===== config.mk =====
export PLATFORM = sky130hd
export DESIGN_NAME = next_present_index_finder
export DESIGN_NICKNAME = d
export VERILOG_FILES = /design/src/hw/rtl/npif_pkg.sv /design/src/hw/rtl/npif_fifo.sv /design/src/hw/rtl/npif_front.sv /design/src/hw/rtl/npif_back.sv /design/src/hw/rtl/next_present_index_finder.sv
export SDC_FILE = /design/constraint.sdc
export NUM_CORES = 2
export LEC_CHECK = 0
export BUFFER_PORTS_ARGS = -buffer_cell sky130_fd_sc_hd__buf_4
export CAP_MARGIN = 20
export CORE_MARGIN = 8
export CORE_UTILIZATION = 29
export CTS_CLUSTER_DIAMETER = 150
export DETAILED_ROUTE_END_ITERATION = 8
export MAX_ROUTING_LAYER = met4
export PLACE_DENSITY = 0.52
export REMOVE_ABC_BUFFERS = 1
export SETUP_SLACK_MARGIN = 0.3
export SKIP_LAST_GASP = 1
export SYNTH_ARGS = -nofsm -noshare
export SYNTH_HDL_FRONTEND = slang
export SYNTH_HIERARCHICAL = 1
export SYNTH_SLANG_ARGS = --single-unit

===== constraint.sdc =====
create_clock -name clk -period 12.25 [get_ports clk]
set_input_delay 1.225 -clock clk [delete_from_list [all_inputs] [get_ports clk]]
set_output_delay 1.225 -clock clk [all_outputs]
set_load 0.01 [all_outputs]

===== src/hw/rtl/npif_pkg.sv =====
// Shared types and constants for the next present index finder.
// No dependencies; imported by every module of the block but npif_fifo.
package npif_pkg;

  // Fixed width of the index, found_index and size_in_use fields.
  localparam int IDX_W = 11;
  localparam int FUNC_W = 2;

  // Default geometry of the presence store.
  localparam int DEF_CAPACITY = 1024;
  localparam int DEF_WORD_BITS = 32;

  // Queue depths between front, back and result side.
  localparam int CMDQ_DEPTH = 2;
  localparam int RESQ_DEPTH = 2;

  // size_in_use after reset.
  localparam logic [IDX_W-1:0] CFG_SIZE_RESET = IDX_W'(1024);

  // Operation codes of the func field.
  localparam logic [FUNC_W-1:0] OP_QUERY   = 2'd0;
  localparam logic [FUNC_W-1:0] OP_REMOVE  = 2'd1;
  localparam logic [FUNC_W-1:0] OP_RESTART = 2'd2;

  // Classified command handed from front to back.
  typedef struct packed {
    logic [FUNC_W-1:0] op;
    logic              in_range;
    logic [IDX_W-1:0]  index;
  } cmd_t;

  // One result transaction.
  typedef struct packed {
    logic [IDX_W-1:0] found_index;
    logic             none_found;
  } res_t;

endpackage


===== src/hw/rtl/npif_fifo.sv =====
// Small register queue used for the command and result queues.
// Depends on nothing; width and depth come from the instantiating module.
module npif_fifo #(
  parameter int WIDTH = 8,
  parameter int DEPTH = 2
) (
  input  logic             clk,
  input  logic             rst_n,
  input  logic             push,
  input  logic [WIDTH-1:0] wdata,
  output logic             full,
  input  logic             pop,
  output logic [WIDTH-1:0] rdata,
  output logic             empty
);

  localparam int PTR_W = (DEPTH > 1) ? $clog2(DEPTH) : 1;
  localparam int CNT_W = $clog2(DEPTH + 1);
  localparam logic [PTR_W-1:0] LAST_PTR = PTR_W'(DEPTH - 1);

  logic [WIDTH-1:0] slot_r [DEPTH];
  logic [PTR_W-1:0] wr_ptr_r, wr_ptr_nxt;
  logic [PTR_W-1:0] rd_ptr_r, rd_ptr_nxt;
  logic [CNT_W-1:0] count_r, count_nxt;
  logic             do_push, do_pop;

  assign full    = (count_r == CNT_W'(DEPTH));
  assign empty   = (count_r == '0);
  assign do_push = push && !full;
  assign do_pop  = pop && !empty;
  assign rdata   = slot_r[rd_ptr_r];

  always_comb begin
    wr_ptr_nxt = wr_ptr_r;
    rd_ptr_nxt = rd_ptr_r;
    count_nxt  = count_r;
    if (do_push) begin
      wr_ptr_nxt = (wr_ptr_r == LAST_PTR) ? '0 : wr_ptr_r + 1'b1;
    end
    if (do_pop) begin
      rd_ptr_nxt = (rd_ptr_r == LAST_PTR) ? '0 : rd_ptr_r + 1'b1;
    end
    if (do_push && !do_pop) begin
      count_nxt = count_r + 1'b1;
    end else if (do_pop && !do_push) begin
      count_nxt = count_r - 1'b1;
    end
  end

  always_ff @(posedge clk) begin
    if (!rst_n) begin
      wr_ptr_r <= '0;
      rd_ptr_r <= '0;
      count_r  <= '0;
    end else begin
      wr_ptr_r <= wr_ptr_nxt;
      rd_ptr_r <= rd_ptr_nxt;
      count_r  <= count_nxt;
    end
  end

  always_ff @(posedge clk) begin
    if (do_push) begin
      slot_r[wr_ptr_r] <= wdata;
    end
  end

endmodule


===== src/hw/rtl/npif_front.sv =====
// Front end: accepts input transactions, classifies them and queues commands.
// Depends on npif_pkg and npif_fifo.
module npif_front
  import npif_pkg::*;
#(
  parameter int CAPACITY  = DEF_CAPACITY,
  parameter int WORD_BITS = DEF_WORD_BITS
) (
  input  logic              clk,
  input  logic              rst_n,
  input  logic [IDX_W-1:0]  size_in_use,
  input  logic              in_push,
  input  logic [FUNC_W-1:0] in_func,
  input  logic [IDX_W-1:0]  in_index,
  output logic              in_full,
  input  logic              cmd_pop,
  output cmd_t              cmd,
  output logic              cmd_empty
);

  localparam int NWORDS     = CAPACITY / WORD_BITS + 1;
  localparam int TOTAL_BITS = NWORDS * WORD_BITS;
  localparam int WIDX_W     = $clog2(NWORDS);
  localparam int BIT_W      = $clog2(WORD_BITS);
  localparam int ANS_W      = WIDX_W + BIT_W;
  localparam int CMP_W      = ((ANS_W > IDX_W) ? ANS_W : IDX_W) + 1;

  logic [CMP_W-1:0] index_ext;
  logic             below_total;
  logic             in_range;
  cmd_t             cmd_in;

  assign index_ext   = CMP_W'(in_index);
  assign below_total = (index_ext < CMP_W'(TOTAL_BITS));

  // Queries beyond storage and removes beyond the configured size do nothing.
  always_comb begin
    case (in_func)
      OP_QUERY:  in_range = below_total;
      OP_REMOVE: in_range = below_total && (in_index <= size_in_use);
      default:   in_range = 1'b0;
    endcase
  end

  assign cmd_in = '{op: in_func, in_range: in_range, index: in_index};

  npif_fifo #(
    .WIDTH ($bits(cmd_t)),
    .DEPTH (CMDQ_DEPTH)
  ) u_cmdq (
    .clk   (clk),
    .rst_n (rst_n),
    .push  (in_push),
    .wdata (cmd_in),
    .full  (in_full),
    .pop   (cmd_pop),
    .rdata (cmd),
    .empty (cmd_empty)
  );

endmodule


===== src/hw/rtl/npif_back.sv =====
// Back end: presence word memory, summary bitmap and the query/remove engine.
// Depends on npif_pkg.
module npif_back
  import npif_pkg::*;
#(
  parameter int CAPACITY  = DEF_CAPACITY,
  parameter int WORD_BITS = DEF_WORD_BITS
) (
  input  logic             clk,
  input  logic             rst_n,
  input  logic [IDX_W-1:0] size_in_use,
  input  cmd_t             cmd,
  input  logic             cmd_empty,
  output logic             cmd_pop,
  input  logic             res_full,
  output logic             res_push,
  output res_t             res
);

  localparam int NWORDS = CAPACITY / WORD_BITS + 1;
  localparam int WIDX_W = $clog2(NWORDS);
  localparam int BIT_W  = $clog2(WORD_BITS);
  localparam int ANS_W  = WIDX_W + BIT_W;
  localparam int CMP_W  = ((ANS_W > IDX_W) ? ANS_W : IDX_W) + 1;

  localparam logic ST_IDLE = 1'b0;
  localparam logic ST_EXEC = 1'b1;

  function automatic logic [BIT_W-1:0] lowest_set(input logic [WORD_BITS-1:0] v);
    logic [BIT_W-1:0] pos;
    pos = '0;
    for (int i = WORD_BITS - 1; i >= 0; i--) begin
      if (v[i]) pos = BIT_W'(i);
    end
    return pos;
  endfunction

  logic [WORD_BITS-1:0] mem [NWORDS];
  logic [NWORDS-1:0]    valid_r;
  logic [NWORDS-1:0]    summary_r;
  logic                 state_r, state_nxt;
  cmd_t                 cmd_r;
  logic [WIDX_W-1:0]    nxt_word_r;
  logic                 nxt_any_r;
  logic [WORD_BITS-1:0] rd0_r, rd1_r;
  logic                 v0_r, v1_r;

  logic                 start, exec;
  logic [CMP_W-1:0]     head_sh, cur_sh;
  logic [WIDX_W-1:0]    head_word, cur_word;
  logic [BIT_W-1:0]     cur_bit;
  logic [WIDX_W-1:0]    nxt_word;
  logic                 nxt_any;
  logic [WORD_BITS-1:0] word0, word1, tail, cleared;
  logic [ANS_W-1:0]     ans;
  logic                 hit;
  logic [CMP_W-1:0]     ans_ext;
  logic                 none;
  logic                 wr_en;

  assign start   = (state_r == ST_IDLE) && !cmd_empty && !res_full;
  assign exec    = (state_r == ST_EXEC);
  assign cmd_pop = start;

  // Word of the head command; out-of-range commands read word zero.
  assign head_sh   = CMP_W'(cmd.index) >> BIT_W;
  assign head_word = cmd.in_range ? head_sh[WIDX_W-1:0] : '0;

  // First non-empty word above the head command's word.
  always_comb begin
    nxt_word = '0;
    nxt_any  = 1'b0;
    for (int i = NWORDS - 1; i >= 0; i--) begin
      if (summary_r[i] && (WIDX_W'(i) > head_word)) begin
        nxt_word = WIDX_W'(i);
        nxt_any  = 1'b1;
      end
    end
  end

  assign cur_sh   = CMP_W'(cmd_r.index) >> BIT_W;
  assign cur_word = cmd_r.in_range ? cur_sh[WIDX_W-1:0] : '0;
  assign cur_bit  = cmd_r.index[BIT_W-1:0];

  // Words never written since restart read as all present.
  assign word0   = v0_r ? rd0_r : '1;
  assign word1   = v1_r ? rd1_r : '1;
  assign tail    = word0 & ({WORD_BITS{1'b1}} << cur_bit);
  assign cleared = word0 & ~(WORD_BITS'(1) << cur_bit);

  always_comb begin
    ans = '0;
    hit = 1'b0;
    if (tail != '0) begin
      ans = {cur_word, lowest_set(tail)};
      hit = 1'b1;
    end else if (nxt_any_r) begin
      ans = {nxt_word_r, lowest_set(word1)};
      hit = 1'b1;
    end
  end

  assign ans_ext = CMP_W'(ans);

  always_comb begin
    none = 1'b0;
    res  = '{found_index: cmd_r.index, none_found: 1'b0};
    if (cmd_r.op == OP_QUERY) begin
      none = !(cmd_r.in_range && hit && (ans_ext <= CMP_W'(size_in_use)));
      res  = '{found_index: none ? cmd_r.index : ans_ext[IDX_W-1:0], none_found: none};
    end
  end

  assign res_push = exec;
  assign wr_en    = exec && (cmd_r.op == OP_REMOVE) && cmd_r.in_range;

  always_comb begin
    case (state_r)
      ST_IDLE: state_nxt = start ? ST_EXEC : ST_IDLE;
      ST_EXEC: state_nxt = ST_IDLE;
      default: state_nxt = ST_IDLE;
    endcase
  end

  always_ff @(posedge clk) begin
    if (!rst_n) begin
      state_r   <= ST_IDLE;
      valid_r   <= '0;
      summary_r <= '1;
    end else begin
      state_r <= state_nxt;
      if (exec && (cmd_r.op == OP_RESTART)) begin
        valid_r   <= '0;
        summary_r <= '1;
      end else if (wr_en) begin
        valid_r[cur_word] <= 1'b1;
        if (cleared == '0) begin
          summary_r[cur_word] <= 1'b0;
        end
      end
    end
  end

  // Two reads on start, one write on remove; never in the same cycle.
  always_ff @(posedge clk) begin
    if (start) begin
      rd0_r <= mem[head_word];
      rd1_r <= mem[nxt_word];
    end
    if (wr_en) begin
      mem[cur_word] <= cleared;
    end
  end

  always_ff @(posedge clk) begin
    if (start) begin
      cmd_r      <= cmd;
      nxt_word_r <= nxt_word;
      nxt_any_r  <= nxt_any;
      v0_r       <= valid_r[head_word];
      v1_r       <= valid_r[nxt_word];
    end
  end

endmodule


===== src/hw/rtl/next_present_index_finder.sv =====
// Top level of the next present index finder.
// Depends on npif_pkg, npif_front, npif_back and npif_fifo.
//
//   channel  direction  handshake           payload
//   in_      input      in_push / in_full   in_func, in_index
//   out_     output     out_pop / out_empty out_found_index, out_none_found
//   cfg_     input      cfg_wr_en           cfg_wr_data (size_in_use)
//
// In IDLE the back end reads the start word and the next non-empty word from
// the presence memory; in EXEC it resolves the answer or writes back a cleared
// word, and it takes no new command until it is back in IDLE. A result passes
// the command queue, the engine registers and the result queue on its way out.
// Reset marks every index present at once through per-word valid bits; no
// clearing pass. Command and result queues of two entries decouple the
// input side, the engine and the result side, so either port may stall.

module next_present_index_finder
  import npif_pkg::*;
#(
  parameter int CAPACITY  = DEF_CAPACITY,
  parameter int WORD_BITS = DEF_WORD_BITS
) (
  input  logic              clk,
  input  logic              rst_n,
  input  logic              in_push,
  input  logic [FUNC_W-1:0] in_func,
  input  logic [IDX_W-1:0]  in_index,
  output logic              in_full,
  input  logic              out_pop,
  output logic              out_empty,
  output logic [IDX_W-1:0]  out_found_index,
  output logic              out_none_found,
  input  logic              cfg_wr_en,
  input  logic [IDX_W-1:0]  cfg_wr_data
);

  logic [IDX_W-1:0] size_in_use_r;
  cmd_t             cmd;
  logic             cmd_empty, cmd_pop;
  logic             res_full, res_push;
  res_t             res, res_head;

  // Hold the configured size; the user must write it only while the block is idle, which is not enforced.
  always_ff @(posedge clk) begin
    if (!rst_n) begin
      size_in_use_r <= CFG_SIZE_RESET;
    end else if (cfg_wr_en) begin
      size_in_use_r <= cfg_wr_data;
    end
  end

  // Accept and classify transactions.
  npif_front #(
    .CAPACITY  (CAPACITY),
    .WORD_BITS (WORD_BITS)
  ) u_front (
    .clk         (clk),
    .rst_n       (rst_n),
    .size_in_use (size_in_use_r),
    .in_push     (in_push),
    .in_func     (in_func),
    .in_index    (in_index),
    .in_full     (in_full),
    .cmd_pop     (cmd_pop),
    .cmd         (cmd),
    .cmd_empty   (cmd_empty)
  );

  // Execute queries, removes and restarts.
  npif_back #(
    .CAPACITY  (CAPACITY),
    .WORD_BITS (WORD_BITS)
  ) u_back (
    .clk         (clk),
    .rst_n       (rst_n),
    .size_in_use (size_in_use_r),
    .cmd         (cmd),
    .cmd_empty   (cmd_empty),
    .cmd_pop     (cmd_pop),
    .res_full    (res_full),
    .res_push    (res_push),
    .res         (res)
  );

  // Buffer results until the consumer pops them.
  npif_fifo #(
    .WIDTH ($bits(res_t)),
    .DEPTH (RESQ_DEPTH)
  ) u_resq (
    .clk   (clk),
    .rst_n (rst_n),
    .push  (res_push),
    .wdata (res),
    .full  (res_full),
    .pop   (out_pop),
    .rdata (res_head),
    .empty (out_empty)
  );

  assign out_found_index = res_head.found_index;
  assign out_none_found  = res_head.none_found;

endmodule


After elaboration in Yosys (flattened, before gate mapping)
Memories as Yosys holds them, arrays and structs flattened. A register that Yosys moved wholly into a read port is not among the register bits.
Cells that the tools add are included.

cells by class
  add/subtract/negate cells = 8
  $lt $le $gt $ge = 40
  equal/unequal tests = 5
  shift-type cells = 2
  multiplexer cells = 135
  bitwise operators = 8
  reduce and logical (&&, ||, !) cells = 70

operators by type and width
  operator                                                     count
  two-way mux 5 bit                                            64
  two-way mux 6 bit                                            35
  > comparator 5 x 6 -> 1 bit (first input constant)           16
  AND 32 bit                                                   2
  two-way mux 32 bit                                           2
  logical AND 1 bit                                            50
  > comparator 4 x 6 -> 1 bit (first input constant)           8
  AND 33 bit                                                   1
  two-way mux 11 bit                                           3
  NOT 33 bit                                                   1
  OR 33 bit                                                    1
  logical NOT 32 bit                                           1
  NOT 32 bit                                                   1
  nonzero test 32 bit                                          1
  OR reduction 32 bit                                          1
  left shift 1 x 5 -> 32 bit (first input constant)            1
  left shift 32 x 5 -> 32 bit (first input constant)           1
  > comparator 3 x 6 -> 1 bit (first input constant)           4
  less-or-equal comparator 11 bit                              2
  less-than comparator 6 x 7 -> 1 bit (second input constant)  3
  two-way mux 1 bit                                            21
  binary-select mux 1 bit (select 6 bit)                       2
  > comparator 1 x 6 -> 1 bit (first input constant)           2
  > comparator 2 x 6 -> 1 bit (first input constant)           2
  18 further kinds                                             43

word-level totals
  register bits after elaboration = 109
  memory bits (writable) = 1,108
  bits of input ports = 29
  output and inout port bits = 14
  logic and storage cells = 288
  memories = 3

memory list
  memory                 depth  bits a word  read ports  clocked after memory_dff  write ports  RTL line         source
  u_back.mem             33     32           2           2                         1            npif_back.sv:38  logic [WORD_BITS-1:0] mem [NWORDS];
  u_front.u_cmdq.slot_r  2      14           1           1                         1            npif_fifo.sv:21  logic [WIDTH-1:0] slot_r [DEPTH];
  u_resq.slot_r          2      12           1           1                         1            npif_fifo.sv:21

Depth between registers and ports, before layout
  depth in word-level cells = 39
  gate-level depth with buffers = 26
  mapped depth without buffers = 22

Modules after synthesis
The synthesis kept the hierarchy.

by module, submodules not included
  module                      instances  cells each  area each (sq um)  seq. area each (sq um)
  npif_back                   1          5,219       59,156.7           35,644.2
  npif_fifo (u_front.u_cmdq)  1          68          1,237.4            940.9
  npif_fifo (u_resq)          1          62          1,094.8            820.8
  next_present_index_finder   1          35          411.6              220.2
  npif_front                  1          41          301.5              0.0

Least setup slack after synthesis
Ideal clock, no wire load.

  path kind = flip-flop to flip-flop
  from = register u_resq.count_r[0]
  to = register u_front.u_cmdq.count_r[1]
  library setup time = 70 ps
  arrival time = 8,368 ps
  data required time = 12,180 ps
  slack = 3,813 ps
  stages on the path, launching flop included = 9
  path buffers = 0
  period minus slack after synthesis = 8,437 ps
  cell sequence = dfxtp_1 nand2b_1 inv_2 nor3_1 o21ai_1 ha_1 xor2_1 or3_1 a21boi_1

between the ends
  longest elaborated chain between the ends = 7
  elaborated cells on any way between the ends = 9
  those cells by class = eq/ne (1); mux (1); reduce/logical (7)

ends and longest elaborated chain
  what                                                            RTL line                         source
  start, declared                                                 npif_fifo.sv:24                  logic [CNT_W-1:0] count_r, count_nxt;
  start signal, assigned                                          npif_fifo.sv:58                  count_r <= count_nxt;
  equality test 2 bit *                                           npif_fifo.sv:27                  assign full = (count_r == CNT_W'(DEPTH));
  named net res_full                                              next_present_index_finder.sv:40  logic res_full, res_push;
  logical NOT 1 bit *                                             npif_back.sv:61                  assign start = (state_r == ST_IDLE) && !cmd_empty && !res_full;
  logical AND 1 bit *                                             npif_back.sv:61
  named net cmd_pop                                               next_present_index_finder.sv:39  logic cmd_empty, cmd_pop;
  logical AND 1 bit *                                             npif_fifo.sv:30                  assign do_pop = pop && !empty;
  logical NOT 1 bit                                               npif_fifo.sv:43                  if (do_push && !do_pop) begin
  logical AND 1 bit                                               npif_fifo.sv:43
  two-way mux 2 bit / nonzero test 2 bit (equally long branches)  -
  end signal, assigned                                            npif_fifo.sv:58
  end, declared                                                   npif_fifo.sv:24

The timed path passes the listed nets; every way through them passes the cells marked *.
A chain may end at the register's enable or synchronous reset.

==> run summary <==
The number of max-slew violations in the final report is 0. Global routing consumed, over all layers together, 22.5% of the routing resources. The netlist uses 100 different library cells. The setup check on the worst reg-to-reg path leaves a slack of 4.37 ns. Dividing the detail-routed wire length by the instance count gives 31.5 µm. The starting utilization of the core area is 29.1%. The sum of net half-perimeters after detailed placement came out at 147 mm. The relative max-transition margin came out at 20.7%.

The Yosys warning count came out at 6. The worst slack after detailed placement came out at 4.67 ns. Sorting the synthesized cells by area gives the leading types as edfxtp_1 (58%), nand2_1 (5.8%), mux2i_1 (3.4%), dfxtp_1 (2.8%), a21oi_1 (2.2%). The number of enable flip-flop cells after synthesis is 1,195.

The total wire length is 262 mm. The total die area is 230,000 µm². The tree built by TritonCTS fans out to 1,282 sinks. Derived from the worst setup path, the maximum achievable clock frequency is 127 MHz.

The final worst-path cycle share is 64.3%. The worst setup slack after layout is 4.37 ns. Of all flip-flops after synthesis, the portion carrying an async set or reset was 0%.

The leakage power figure is 0.0229 µW. The worst hold path was traced through 2 stages. The instance count of the mapped netlist came out at 5,425. The depth of the worst register-to-register path is 16. The maximum number of pins on one net before global-route repair came out at 131. The number of top-level pins came out at 43. The share of cells above drive strength 1 came out at 11.9%. The sink of the worst hold path is u_back/summary_r[15]. The portion of synthesized cell area occupied by the leading cell type is 57.7%. The clock latency reported for the late side of the worst-skew pair is 0.82 ns. VDD sags by at most 0.000370 V. The commonest register cell after synthesis is edfxtp_1.

The final antenna-violating net count came out at 0. After detailed routing, the number of remaining DRC violations is 0. The mean post-synth cell area came out at 11.5 µm². Among the stages of the critical path, the cell type that occurs most often is buf_4. The area of the placeable core is 214,000 µm². The slew of the pin with the lowest slew margin is 1.19 ns. TritonCTS built the clock tree. STA puts the critical path data arrival time at 8.51 ns. The number of I/O port buffers came out at 42.

The most common cell after layout, fill and taps aside is edfxtp_1. For this run, the slowest stage of the critical path takes 0.76 ns. The slowest stage of the critical path is the dfxtp_1 cell. In this run the worst path has a maximum fanout of 130. The post-CTS resize count came out at 0. The library cells used most frequently in the layout, excluding fill and tap cells, are edfxtp_1 (1,195), nand2_1 (947), a21oi_1 (254). Of all cell types, the one taking the most synthesized area is edfxtp_1.

The final hold violation count came out at 0. The die boundary width came out at 479 µm. The post-synthesis sequential area ratio is 60.5%. The number of max-capacitance violations reported came out at 0.

The via count of the first global-routing pass came out at 46.8k. The number of buffers and inverters on the critical path is 6. TritonCTS created 147 clock buffers. The netlist area before placement came out at 62,200 µm².

The first-pass GRT wire length came out at 363 mm. The vias per cell came out at 6.01. Walking the worst path, the cells encountered are mux2_2 > buf_4 > buf_4 > o41a_1 > a2111o_1 > inv_1 > a2111oi_0 > and2_4 > buf_4 > buf_12 > buf_4 > o22a_1 > o21ai_0 > a221oi_1 > a2111oi_0 > a211oi_1. The buffer depth of the longest clock path is 3. The number of placed cells counting well taps came out at 8,039. The final core utilization came out at 33.0%. The synthesized flop and latch total came out at 1,282. Setup repair after global routing left no endpoint under its margin. In this run the worst hold path is classified as register to register. The critical path is of the register to register type. Excluding fillers, the count of instances in the completed layout stands at 8,317. The endpoint required time on the critical path is 12.87 ns. The power density over the cells came out at 280 nW/µm². The congestion estimate from routability-driven global placement came to 0.950. CTS placed an instance of clkbuf_16 at the clock tree root. The startpoint of the worst hold path is u_back/summary_r[15]. After clock tree synthesis, the flow added hold-fix buffers numbering 0. The number of endpoints failing setup at the final stage is 0. The flow ran to the end, and the final reports show no timing, DRC or antenna violations.

The total setup buffers inserted after CTS came out at 0. The endpoint identified for the worst register-to-register timing path is u_back/rd1_r[29]. The total number of vias came out at 50.0k. The vertical die dimension came out at 479 µm. The first-iteration detailed-routing DRC count is 7,552.

The number of antenna violations at the first check in global routing is 3. The final setup skew came out at 0.0256 ns. The post-route setup TNS is 0 ns.

The site row count came out at 170. The worst setup path is launched from a register. The clock transition at the register clock pins on the worst setup and hold paths after CTS is 0.06 ns. The number of nets in the finished design came out at 5,405. The area growth from synthesis to layout is 13.6%. The largest delay contributor family on the critical path is compound AO/OA/AOI/OAI gates. The worst setup path is captured at a register. CTS built an H-tree with a depth of 4.

The overall overflow remaining after global route is 0. The final critical path time including I/O delays and setup is 7.88 ns. The iteration count of the initial detailed-routing pass came out at 8.
[stage by stage]
stage               hold slack (ns)  power (µW)  area [µm²]
floorplan                     0.431       11600       60200
global placement              0.456       15300       65900
detailed placement            0.454       15300       66000
CTS                           0.470       19600       70700
global route                  0.505       20400       70700
finish                        0.470       19800       70700
[Yosys cell counts (52+ instances only)]
cell type  number
nand3_1       165
a311oi_1       70
clkbuf_1      225
nor3_1         78
o22ai_1       120
nor2_1        236
mux2_2        104
a221oi_1       70
o221ai_1      146
o21a_1         92
nand2_1       955
a21oi_1       278
nor2b_1       149
a211oi_1      148
a21o_1         52
mux2i_1       210
dfxtp_1        87
edfxtp_1     1195
o21ai_0       127
buf_2         122
a31oi_1       188
[how the worst max path moves through the flow]
stage	to	startpoint	cells past startpoint
CTS	u_back/rd1_r[29]	register	16
global route	u_back/rd1_r[29]	register	16
global placement	u_back/rd1_r[29]	register	16
finish	u_back/rd1_r[29]	register	16
detailed placement	u_back/rd1_r[29]	register	16
floorplan	u_back/rd1_r[30]	register	12
[kinds of logic (layout without fill, tap and decap cells)]
group / Yosys count / after routing / share of synthesized area (%)
other: 0 / 5 / 0
buffers and inverters: 488 / 537 / 3.54
AND/OR/NAND/NOR: 1733 / 1733 / 12.3
adder cells (fa/ha/maj): 24 / 24 / 0.483
XOR/XNOR: 6 / 6 / 0.0845
AO/OA/AOI/OAI: 1572 / 1572 / 17.7
flip-flops: 1282 / 1282 / 60.5
multiplexers: 320 / 320 / 5.37
[where the power goes]
part | internal [µW] | leakage (µW) | total, µW | switching [µW]
sequential | 5790 | 0.0113 | 6110 | 318
combinational | 2550 | 0.00928 | 9390 | 6840
clock | 2440 | 0.00226 | 4330 | 1890
total | 10800 | 0.0229 | 19800 | 9050
[worst register-to-register path, cell delays in order, from the launching register on]
cell and delay (ns):
dfxtp_1 0.76, mux2_2 0.28, buf_4 0.32, buf_4 0.56
o41a_1 0.47, a2111o_1 0.68, inv_1 0.34, a2111oi_0 0.69
and2_4 0.55, buf_4 0.44, buf_12 0.51, buf_4 0.89
o22a_1 0.28, o21ai_0 0.08, a221oi_1 0.32, a2111oi_0 0.20
a211oi_1 0.31
[registers in the layout (all words and copies together), names as in the netlist, 6 cells and up, named ones only]
register               flops
u_back/valid_r            33
size_in_use_r             11
u_back/nxt_word_r          6
u_back/rd1_r              32
u_front/u_cmdq/slot_r     28
u_back/summary_r          32
u_back/cmd_r              14
u_back/rd0_r              32
u_back/mem              1056
u_resq/slot_r             24
[metal layers]
metal  GRT usage [%]  routed length, µm  up-vias
met5               -                  0        -
met4            10.8              14800        0
met3            4.32              28600      701
met2            32.9             113000     3270
met1            29.9             106000    25100
li1                -                  -    20800
[final cells by class]
class	instances	area [µm²]
Antenna cell	5	12.5
Clock buffer	193	3940
Clock inverter	78	737
Fill cell	21300	143000
Inverter	53	216
Multi-Input combinational cell	3655	22900
Sequential cell	1282	37600
Tap cell	2838	3550
Timing Repair Buffer	213	1670
No activity file was read; power rests on OpenSTA's default activity.
